**src/hw/rtl/shbs_pkg.sv**
```systemverilog
// Shared types and constants for the SHA-256 byte stream hasher.
// Holds the beat payload structs, the queue word type and the SHA-256 tables.
// No dependencies.
package shbs_pkg;

  // Default depth of the word queue between front and back
  localparam int QUEUE_DEPTH = 4;

  // Word slots of the 64-bit bit length inside the final block
  localparam logic [3:0] LEN_HI_SLOT = 4'd14;
  localparam logic [3:0] LEN_LO_SLOT = 4'd15;

  // First padding byte
  localparam logic [7:0] PAD_BYTE = 8'h80;

  // Input beat
  typedef struct packed {
    logic [7:0] msg_byte;
    logic       has_byte;
    logic       end_of_message;
  } in_item_t;

  // Output beat
  typedef struct packed {
    logic [31:0] digest_word;
    logic [2:0]  word_index;
    logic        last_word;
  } out_item_t;

  // Queue entry: one big-endian message word; last marks word 15 of the final block
  typedef struct packed {
    logic [31:0] data;
    logic        last;
  } word_t;

  localparam logic [31:0] ROUND_K [0:63] = '{
    32'h428a2f98, 32'h71374491, 32'hb5c0fbcf, 32'he9b5dba5,
    32'h3956c25b, 32'h59f111f1, 32'h923f82a4, 32'hab1c5ed5,
    32'hd807aa98, 32'h12835b01, 32'h243185be, 32'h550c7dc3,
    32'h72be5d74, 32'h80deb1fe, 32'h9bdc06a7, 32'hc19bf174,
    32'he49b69c1, 32'hefbe4786, 32'h0fc19dc6, 32'h240ca1cc,
    32'h2de92c6f, 32'h4a7484aa, 32'h5cb0a9dc, 32'h76f988da,
    32'h983e5152, 32'ha831c66d, 32'hb00327c8, 32'hbf597fc7,
    32'hc6e00bf3, 32'hd5a79147, 32'h06ca6351, 32'h14292967,
    32'h27b70a85, 32'h2e1b2138, 32'h4d2c6dfc, 32'h53380d13,
    32'h650a7354, 32'h766a0abb, 32'h81c2c92e, 32'h92722c85,
    32'ha2bfe8a1, 32'ha81a664b, 32'hc24b8b70, 32'hc76c51a3,
    32'hd192e819, 32'hd6990624, 32'hf40e3585, 32'h106aa070,
    32'h19a4c116, 32'h1e376c08, 32'h2748774c, 32'h34b0bcb5,
    32'h391c0cb3, 32'h4ed8aa4a, 32'h5b9cca4f, 32'h682e6ff3,
    32'h748f82ee, 32'h78a5636f, 32'h84c87814, 32'h8cc70208,
    32'h90befffa, 32'ha4506ceb, 32'hbef9a3f7, 32'hc67178f2
  };

  localparam logic [31:0] INIT_HASH [0:7] = '{
    32'h6a09e667, 32'hbb67ae85, 32'h3c6ef372, 32'ha54ff53a,
    32'h510e527f, 32'h9b05688c, 32'h1f83d9ab, 32'h5be0cd19
  };

endpackage

```
**src/hw/rtl/shbs_front.sv**
```systemverilog
// Front end: takes byte beats, packs them into big-endian words and generates
// the padding and length words at end of message. Depends on shbs_pkg.
module shbs_front (
  input  logic               clk,
  input  logic               rst,
  input  logic               in_valid,
  output logic               in_stall,
  input  shbs_pkg::in_item_t in_data,
  output logic               push,
  output shbs_pkg::word_t    push_word,
  input  logic               q_full
);

  typedef enum logic [1:0] {
    F_TAKE = 2'b01,
    F_PAD  = 2'b10
  } front_state_t;

  front_state_t state;
  logic [5:0]   fill;       // bytes in the current block
  logic [31:0]  acc;        // partial word, high bytes valid
  logic [63:0]  total_bits;
  logic [31:0]  pad_word;   // word holding the 0x80 marker
  logic [3:0]   slot;       // word slot of the next padding word
  logic         first;
  logic         two_blk;    // another block follows the current padding block
  logic [63:0]  len_bits;

  logic         take;
  logic         word_done;
  logic [31:0]  acc_byte;
  logic [31:0]  acc_b;
  logic [5:0]   fill_b;
  logic [63:0]  total_b;
  logic [31:0]  pad_first;
  logic [31:0]  pad_out;
  logic         pad_last;

  // keep bytes above pos, place b at pos, clear the rest
  function automatic logic [31:0] put_byte(input logic [31:0] w, input logic [1:0] pos,
                                           input logic [7:0] b);
    logic [31:0] r;
    case (pos)
      2'd0: r = {b, 24'h0};
      2'd1: r = {w[31:24], b, 16'h0};
      2'd2: r = {w[31:16], b, 8'h0};
      default: r = {w[31:8], b};
    endcase
    return r;
  endfunction

  assign in_stall = (state != F_TAKE) || q_full;
  assign take     = in_valid && !in_stall;

  // byte insertion
  assign acc_byte  = put_byte(acc, fill[1:0], in_data.msg_byte);
  assign word_done = in_data.has_byte && (fill[1:0] == 2'd3);
  assign acc_b     = in_data.has_byte ? acc_byte : acc;
  assign fill_b    = in_data.has_byte ? fill + 6'd1 : fill;
  assign total_b   = in_data.has_byte ? total_bits + 64'd8 : total_bits;
  assign pad_first = put_byte(acc_b, fill_b[1:0], shbs_pkg::PAD_BYTE);

  // padding word selection
  assign pad_last = !two_blk && (slot == shbs_pkg::LEN_LO_SLOT);
  always_comb begin
    if (first) begin
      pad_out = pad_word;
    end else if (!two_blk && (slot == shbs_pkg::LEN_HI_SLOT)) begin
      pad_out = len_bits[63:32];
    end else if (pad_last) begin
      pad_out = len_bits[31:0];
    end else begin
      pad_out = 32'h0;
    end
  end

  // queue push
  always_comb begin
    if (state == F_PAD) begin
      push           = !q_full;
      push_word.data = pad_out;
      push_word.last = pad_last;
    end else begin
      push           = take && word_done;
      push_word.data = acc_byte;
      push_word.last = 1'b0;
    end
  end

  // control and data registers
  always_ff @(posedge clk) begin
    if (rst) begin
      state      <= F_TAKE;
      fill       <= '0;
      total_bits <= '0;
      slot       <= '0;
      first      <= 1'b0;
      two_blk    <= 1'b0;
    end else begin
      case (state)
        F_TAKE: begin
          if (take) begin
            acc <= acc_b;
            if (in_data.end_of_message) begin
              fill       <= '0;
              total_bits <= '0;
              pad_word   <= pad_first;
              slot       <= fill_b[5:2];
              first      <= 1'b1;
              two_blk    <= (fill_b[5:2] >= shbs_pkg::LEN_HI_SLOT);
              len_bits   <= total_b;
              state      <= F_PAD;
            end else begin
              fill       <= fill_b;
              total_bits <= total_b;
            end
          end
        end
        F_PAD: begin
          if (!q_full) begin
            slot  <= slot + 4'd1;
            first <= 1'b0;
            if (slot == shbs_pkg::LEN_LO_SLOT) begin
              if (two_blk) begin
                two_blk <= 1'b0;
              end else begin
                state <= F_TAKE;
              end
            end
          end
        end
        default: state <= F_TAKE;
      endcase
    end
  end

  // an end-of-message beat always starts padding
  a_end_pads: assert property (@(posedge clk) disable iff (rst)
    (take && in_data.end_of_message) |=> (state == F_PAD))
    else $error("end of message did not start padding");

endmodule

```
**src/hw/rtl/shbs_queue.sv**
```systemverilog
// Short word queue between the front end and the compression back end.
// Register storage, read at the head. Depends on shbs_pkg.
module shbs_queue #(
  parameter int DEPTH = shbs_pkg::QUEUE_DEPTH
) (
  input  logic            clk,
  input  logic            rst,
  input  logic            push,
  input  shbs_pkg::word_t push_word,
  output logic            full,
  input  logic            pop,
  output shbs_pkg::word_t pop_word,
  output logic            empty
);

  localparam int PTR_W = (DEPTH > 1) ? $clog2(DEPTH) : 1;
  localparam int CNT_W = $clog2(DEPTH + 1);

  shbs_pkg::word_t   mem [DEPTH];
  logic [PTR_W-1:0]  wr_ptr;
  logic [PTR_W-1:0]  rd_ptr;
  logic [CNT_W-1:0]  count;

  assign full     = (count == CNT_W'(DEPTH));
  assign empty    = (count == '0);
  assign pop_word = mem[rd_ptr];

  // storage
  always_ff @(posedge clk) begin
    if (push) begin
      mem[wr_ptr] <= push_word;
    end
  end

  // pointers and fill level
  always_ff @(posedge clk) begin
    if (rst) begin
      wr_ptr <= '0;
      rd_ptr <= '0;
      count  <= '0;
    end else begin
      if (push) begin
        wr_ptr <= (wr_ptr == PTR_W'(DEPTH - 1)) ? '0 : wr_ptr + 1'b1;
      end
      if (pop) begin
        rd_ptr <= (rd_ptr == PTR_W'(DEPTH - 1)) ? '0 : rd_ptr + 1'b1;
      end
      if (push && !pop) begin
        count <= count + 1'b1;
      end else if (pop && !push) begin
        count <= count - 1'b1;
      end
    end
  end

  a_no_overflow: assert property (@(posedge clk) disable iff (rst) !(push && full))
    else $error("queue push while full");
  a_no_underflow: assert property (@(posedge clk) disable iff (rst) !(pop && empty))
    else $error("queue pop while empty");

endmodule

```
**src/hw/rtl/shbs_back.sv**
```systemverilog
// Back end: loads 16 words per block, runs 64 SHA-256 rounds at one per cycle,
// folds the result into the hash and emits the digest. Depends on shbs_pkg.
module shbs_back (
  input  logic                clk,
  input  logic                rst,
  output logic                pop,
  input  shbs_pkg::word_t     pop_word,
  input  logic                q_empty,
  output logic                out_valid,
  input  logic                out_stall,
  output shbs_pkg::out_item_t out_data
);

  typedef enum logic [3:0] {
    B_LOAD  = 4'b0001,
    B_ROUND = 4'b0010,
    B_ADD   = 4'b0100,
    B_OUT   = 4'b1000
  } back_state_t;

  back_state_t state;
  logic [3:0]  wcnt;
  logic [5:0]  rnd;
  logic        last_blk;
  logic [2:0]  oidx;
  logic [31:0] w [16];
  logic [31:0] v [8];
  logic [31:0] h [8];

  logic [31:0] t1;
  logic [31:0] t2;
  logic [31:0] w_new;

  function automatic logic [31:0] big_s0(input logic [31:0] x);
    return {x[1:0], x[31:2]} ^ {x[12:0], x[31:13]} ^ {x[21:0], x[31:22]};
  endfunction

  function automatic logic [31:0] big_s1(input logic [31:0] x);
    return {x[5:0], x[31:6]} ^ {x[10:0], x[31:11]} ^ {x[24:0], x[31:25]};
  endfunction

  function automatic logic [31:0] sml_s0(input logic [31:0] x);
    return {x[6:0], x[31:7]} ^ {x[17:0], x[31:18]} ^ {3'b000, x[31:3]};
  endfunction

  function automatic logic [31:0] sml_s1(input logic [31:0] x);
    return {x[16:0], x[31:17]} ^ {x[18:0], x[31:19]} ^ {10'h0, x[31:10]};
  endfunction

  // round datapath
  assign t1 = v[7] + big_s1(v[4]) + ((v[4] & v[5]) ^ (~v[4] & v[6]))
            + shbs_pkg::ROUND_K[rnd] + w[0];
  assign t2 = big_s0(v[0]) + ((v[0] & v[1]) ^ (v[0] & v[2]) ^ (v[1] & v[2]));

  // message schedule
  assign w_new = sml_s1(w[14]) + w[9] + sml_s0(w[1]) + w[0];

  assign pop       = (state == B_LOAD) && !q_empty;
  assign out_valid = (state == B_OUT);

  // digest beat comes straight from the hash registers
  assign out_data.digest_word = h[oidx];
  assign out_data.word_index  = oidx;
  assign out_data.last_word   = (oidx == 3'd7);

  // sequencer
  always_ff @(posedge clk) begin
    if (rst) begin
      state <= B_LOAD;
      wcnt  <= '0;
      rnd   <= '0;
      oidx  <= '0;
      for (int i = 0; i < 8; i++) begin
        h[i] <= shbs_pkg::INIT_HASH[i];
      end
    end else begin
      case (state)
        B_LOAD: begin
          if (pop) begin
            for (int i = 0; i < 15; i++) begin
              w[i] <= w[i+1];
            end
            w[15] <= pop_word.data;
            wcnt  <= wcnt + 4'd1;
            if (wcnt == 4'd15) begin
              last_blk <= pop_word.last;
              rnd      <= '0;
              for (int i = 0; i < 8; i++) begin
                v[i] <= h[i];
              end
              state <= B_ROUND;
            end
          end
        end
        B_ROUND: begin
          v[0] <= t1 + t2;
          v[1] <= v[0];
          v[2] <= v[1];
          v[3] <= v[2];
          v[4] <= v[3] + t1;
          v[5] <= v[4];
          v[6] <= v[5];
          v[7] <= v[6];
          for (int i = 0; i < 15; i++) begin
            w[i] <= w[i+1];
          end
          w[15] <= w_new;
          rnd   <= rnd + 6'd1;
          if (rnd == 6'd63) begin
            state <= B_ADD;
          end
        end
        B_ADD: begin
          for (int i = 0; i < 8; i++) begin
            h[i] <= h[i] + v[i];
          end
          oidx  <= '0;
          state <= last_blk ? B_OUT : B_LOAD;
        end
        B_OUT: begin
          if (!out_stall) begin
            oidx <= oidx + 3'd1;
            if (oidx == 3'd7) begin
              for (int i = 0; i < 8; i++) begin
                h[i] <= shbs_pkg::INIT_HASH[i];
              end
              state <= B_LOAD;
            end
          end
        end
        default: state <= B_LOAD;
      endcase
    end
  end

  // hash restarts after the last digest beat
  a_hash_restart: assert property (@(posedge clk) disable iff (rst)
    (state == B_OUT && !out_stall && oidx == 3'd7) |=> (h[0] == shbs_pkg::INIT_HASH[0]))
    else $error("hash not restarted after digest");
  // rounds only start on a full block
  a_full_block: assert property (@(posedge clk) disable iff (rst)
    (state == B_ROUND) |-> (wcnt == 4'd0))
    else $error("rounds running on a partial block");

endmodule

```
**src/hw/rtl/sha256_byte_stream_hasher_core.sv**
```systemverilog
// SHA-256 over a byte stream: at most one byte per input beat, digest as eight words.
// A byte beat is taken while the front end is not padding and the default 4-word queue has room.
// Per block the back end pops 16 words, runs 64 rounds and does one hash update, and pops no
// new words until that update is done; the end of a message may need one or two padding blocks.
// Reset (sync, active high): hash to initial values, counts to zero, queue empty.
module sha256_byte_stream_hasher_core #(
  parameter int QUEUE_DEPTH = shbs_pkg::QUEUE_DEPTH
) (
  input  logic                clk,
  input  logic                rst,
  input  logic                in_valid,
  output logic                in_stall,
  input  shbs_pkg::in_item_t  in_data,
  output logic                out_valid,
  input  logic                out_stall,
  output shbs_pkg::out_item_t out_data
);

  logic            push;
  logic            pop;
  logic            q_full;
  logic            q_empty;
  shbs_pkg::word_t push_word;
  shbs_pkg::word_t pop_word;

  shbs_front u_front (
    .clk       (clk),
    .rst       (rst),
    .in_valid  (in_valid),
    .in_stall  (in_stall),
    .in_data   (in_data),
    .push      (push),
    .push_word (push_word),
    .q_full    (q_full)
  );

  shbs_queue #(
    .DEPTH (QUEUE_DEPTH)
  ) u_queue (
    .clk       (clk),
    .rst       (rst),
    .push      (push),
    .push_word (push_word),
    .full      (q_full),
    .pop       (pop),
    .pop_word  (pop_word),
    .empty     (q_empty)
  );

  shbs_back u_back (
    .clk       (clk),
    .rst       (rst),
    .pop       (pop),
    .pop_word  (pop_word),
    .q_empty   (q_empty),
    .out_valid (out_valid),
    .out_stall (out_stall),
    .out_data  (out_data)
  );

endmodule

```
**config.mk**
```make
export PLATFORM = sky130hd
export DESIGN_NAME = sha256_byte_stream_hasher_core
export DESIGN_NICKNAME = d
export VERILOG_FILES = /design/src/hw/rtl/shbs_pkg.sv /design/src/hw/rtl/shbs_front.sv /design/src/hw/rtl/shbs_queue.sv /design/src/hw/rtl/shbs_back.sv /design/src/hw/rtl/sha256_byte_stream_hasher_core.sv
export SDC_FILE = /design/constraint.sdc
export NUM_CORES = 2
export LEC_CHECK = 0
export ABC_AREA = 1
export BUFFER_PORTS_ARGS = -buffer_cell sky130_fd_sc_hd__buf_2
export CAP_MARGIN = 0
export CORE_ASPECT_RATIO = 0.75
export CORE_MARGIN = 1.5
export CORE_UTILIZATION = 40
export DETAILED_ROUTE_END_ITERATION = 7
export PLACE_DENSITY = 0.64
export SETUP_SLACK_MARGIN = 0.5
export SYNTH_ARGS = -nofsm -noshare
export SYNTH_HDL_FRONTEND = slang
export SYNTH_SLANG_ARGS = --single-unit
export TNS_END_PERCENT = 10
```
**constraint.sdc**
```tcl
create_clock -name clk -period 18.85 [get_ports clk]
set_clock_uncertainty 0.05 [all_clocks]
set_input_delay 5.655 -clock clk [delete_from_list [all_inputs] [get_ports clk]]
set_output_delay 5.655 -clock clk [all_outputs]
set_load 0.03 [all_outputs]
```
==> flow_metrics.env <==
export IMPL_synth_enable_flop_cells=1139
export IMPL_seq_area_frac_synth=0.4510
export IMPL_tritoncts="done"
export IMPL_clk_latency_ns=0.83
export IMPL_arrival_ns=4.87
export IMPL_ioPinCount=52
export IMPL_pwr_share_comb=0.491
export IMPL_p_switching_mw=6.475
export IMPL_cp_cell_sequence="inv_4, buf_4, o21ai_0, a21oi_1, a31oi_1, buf_2"
export IMPL_vias=74600
export IMPL_cell_internal_pwr_mw=8.085
export IMPL_slowest_stage="a21oi_1"
export IMPL_syn_area_um2=86130
export IMPL_syn_area_per_cell_um2=8.617
export IMPL_switching_share=0.4447
export IMPL_ys_flop_type="edfxtp_1"
export IMPL_synthArstFlopShare=0
export IMPL_die_h_um=404.9
export IMPL_design_core_area_um2=214100
export IMPL_required_ns=13.15
export IMPL_rsz0062_at_grt="no"
export IMPL_postCtsSetupBuffers=0
export IMPL_routed_wl_mm=332.8
export IMPL_start_util=0.4023
export IMPL_die_w_um=538.8
export IMPL_clockBufferDepth=4
export IMPL_setup_violations=0
export IMPL_hold_viol=0
export IMPL_globalRouteOverflowTotal=0
export IMPL_failed_checks="design-rule violations, max-capacitance violations, max-slew violations"
export IMPL_ff_latch_area_um2=38850
export IMPL_max_slew_margin=-0.002022
export IMPL_grt_max_degree=144
export IMPL_fillers=21080
export IMPL_fin_nets=10550
export IMPL_synth_distinct_cells=68
export IMPL_synth_cells=9995
export IMPL_synth_seq_cells=1371
export IMPL_cp_slowest_stage_delay_ns=1.16
export IMPL_vias_per_cell=5.787
export IMPL_path_clk_slew_ns=0.06
export IMPL_status="finished with violations"
export IMPL_cp_start_kind="register"
export IMPL_pre_cts_slack_ns=9.373
export IMPL_synth_nets=10610
export IMPL_cts_sinks=1371
export IMPL_grt_pass1_vias=68430
export IMPL_drv_slew=1
export IMPL_seq_power_share=0.294
export IMPL_setup_slack_ns=8.279
export IMPL_yosysWarningCount=0
export IMPL_wl_per_cell_um=25.82
export IMPL_maxCapViolations=1
export IMPL_dp_hpwl_mm=256.7
export IMPL_path_class="register to output pin"
export IMPL_min_period_ns=10.57
export IMPL_drc=2
export IMPL_root_buffer="clkbuf_16"
export IMPL_holdBufCountCts=0
export IMPL_dr_pass1_iters=8
export IMPL_cts_resized=0
export IMPL_gp_congestion=1.037
export IMPL_antenna_left=0
export IMPL_grt_pass1_wl_mm=477.1
export IMPL_worst_pin_slew_ns=1.503
export IMPL_p_clk_frac=0.214
export IMPL_hold_path_class="register to register"
export IMPL_cts_max_level=4
export IMPL_powerDensity_nw_per_um2=154.4
export IMPL_track_usage=0.2978
export IMPL_cts_buffers=157
export IMPL_end_kind="output pin"
export IMPL_layout_drive_gt1_share=0.05203
export IMPL_p_leak_nw=37.73
export IMPL_cp_max_fo=92
export IMPL_finalSetupTns_ns=0
export IMPL_dieArea_um2=218100
export IMPL_ir_drop_mv=0.2753
export IMPL_fin_crit_sh=0.5608
export IMPL_drtIter0Drc=9954
export IMPL_max_freq_mhz=94.60
export IMPL_syn2layout_area_growth_pct=9.497
export IMPL_multi_input_area_um2=41580
export IMPL_antenna_found_initial=18
export IMPL_rows=147
export IMPL_io_buffer_count=51
power groups by stage:
| stage | sequential [mW] | combinational [mW] | clock [mW] |
|---|---|---|---|
| 6_report | 4.28 | 7.16 | 3.12 |
| 5_1_grt | 4.32 | 7.84 | 3.27 |
| 4_1_cts | 4.28 | 6.95 | 3.17 |
| 3_5_place_dp | 4.34 | 6.90 | 0 |
| 3_3_place_gp | 4.33 | 6.88 | 0 |
| 2_1_floorplan | 4.30 | 4.70 | 0 |
sequential cells by signal, indices dropped and copies added, names as in the netlist, 6 cells and up, named ones only:
name and count:
u_front.fill 6, u_back.w 512, u_back.h 256, u_front.len_bits 61, u_front.pad_word 25, u_front.total_bits 61
u_front.acc 24, u_back.rnd 6, u_queue.mem 132, u_back.v 256
critical path, delay by kind of cell, from the launching register on:
kind | cells | cell delay (ns)
compound gates | 3 | 1.86
buf+inv | 3 | 1.58
flops | 1 | 0.47
path summary, 6_finish.rpt:
kind,from,to,slack (ns),cells past startpoint
setup reg to reg,u_back.rnd[0]$_SDFFE_PP0P_,u_back.v[0][31]$_DFFE_PP_,9.53,33
setup / recovery,register,out_data[21],8.28,6
hold / removal,u_back.w[8][11]$_DFFE_PP_,u_back.w[7][11]$_DFFE_PP_,0.36,0
hold reg to reg,u_back.w[8][11]$_DFFE_PP_,u_back.w[7][11]$_DFFE_PP_,0.36,0
area by class of cell:
class,instances,area share
Multi-Input combinational cell,7109,0.4409
Sequential cell,1371,0.4120
Inverter,1179,0.04705
Clock buffer,187,0.04350
Tap cell,2831,0.03756
Clock inverter,88,0.01060
Timing Repair Buffer,118,0.008199
Antenna cell,7,0.0001857
cells in the mapped netlist, types with 6 or more instances:
cell type  count  area share
a211oi_1      39      0.0034
a21boi_0      31      0.0027
a21o_1        45      0.0039
a21oi_1      844       0.049
a221oi_1      12      0.0012
a31o_2        11      0.0011
a31oi_1       74      0.0054
and3_1         9     0.00065
buf_1         28      0.0012
buf_2         61      0.0035
clkbuf_1     243       0.011
clkinv_1       6     0.00026
dfxtp_1      232       0.054
edfxtp_1    1139        0.40
fa_1         196       0.046
ha_1         406       0.059
inv_1       1158       0.050
inv_2         14     0.00061
maj3_1        20      0.0023
mux2i_1       12      0.0014
nand2_1     2132       0.093
nand2_2       13     0.00094
nand3_1      518       0.030
nand3_2        6     0.00070
nand3b_1      27      0.0024
nand4_1      138       0.010
nor2_1       812       0.035
nor2_2         6     0.00044
nor2_4        16      0.0021
nor3_1       115      0.0067
nor3_2         8     0.00093
nor4_1        13     0.00094
o211ai_1      64      0.0056
o21a_1        33      0.0029
o21ai_0      812       0.047
o21ai_1       21      0.0012
o21bai_1      59      0.0051
o221ai_1      16      0.0016
o22ai_1       55      0.0040
o311ai_0      10      0.0010
or2_2         56      0.0041
xnor2_1      173       0.018
xor2_1       243       0.025
cells by family after synthesis:
kind of cell,share of synthesized area
XOR/XNOR,0.04344
buffers and inverters,0.06723
adder cells (fa/ha/maj),0.1069
flip-flops,0.4510
AO/OA/AOI/OAI,0.1387
AND/OR/NAND/NOR,0.1908
multiplexers,0.001918
routing by layer:
metal  global-route usage  part of all wire  up-vias
met3              0.07976              0.12      545
met2               0.4015              0.39     4095
met5                    0           0.00017        -
met4              0.09667             0.035        8
li1                     -                 -    33870
met1               0.4530              0.46    36090
through the flow:
stage,instances,power (mW),util,hold slack [ns],instance area [um^2]
final,12890,14.56,0.4405,0.3619,94310
after global routing,12880,15.43,0.4404,0.3635,94290
after CTS,12880,14.41,0.4404,0.3633,94290
after detailed placement,12610,11.24,0.4166,0.3545,89190
after global placement,12610,11.21,0.4166,0.3503,89190
after floorplan,9995,9.001,-,0.3503,86130
placed cells by master, fill, tap and decap left out, types with 33 or more instances in the layout:
| master | count |
|---|---|
| ha_1 | 406 |
| buf_2 | 50 |
| a21o_1 | 45 |
| inv_1 | 1155 |
| nand3_1 | 518 |
| fa_1 | 196 |
| o211ai_1 | 64 |
| buf_4 | 67 |
| a211oi_1 | 39 |
| a21oi_1 | 844 |
| nor2_1 | 800 |
| nor3_1 | 115 |
| or2_2 | 56 |
| dfxtp_1 | 228 |
| o22ai_1 | 55 |
| o21ai_0 | 812 |
| a31oi_1 | 74 |
| o21bai_1 | 59 |
| xnor2_1 | 173 |
| xor2_1 | 243 |
| o21a_1 | 33 |
| edfxtp_1 | 1139 |
| clkbuf_16 | 158 |
| nand4_1 | 138 |
| nand2_1 | 2130 |
Power figures use the tool's default switching activity.
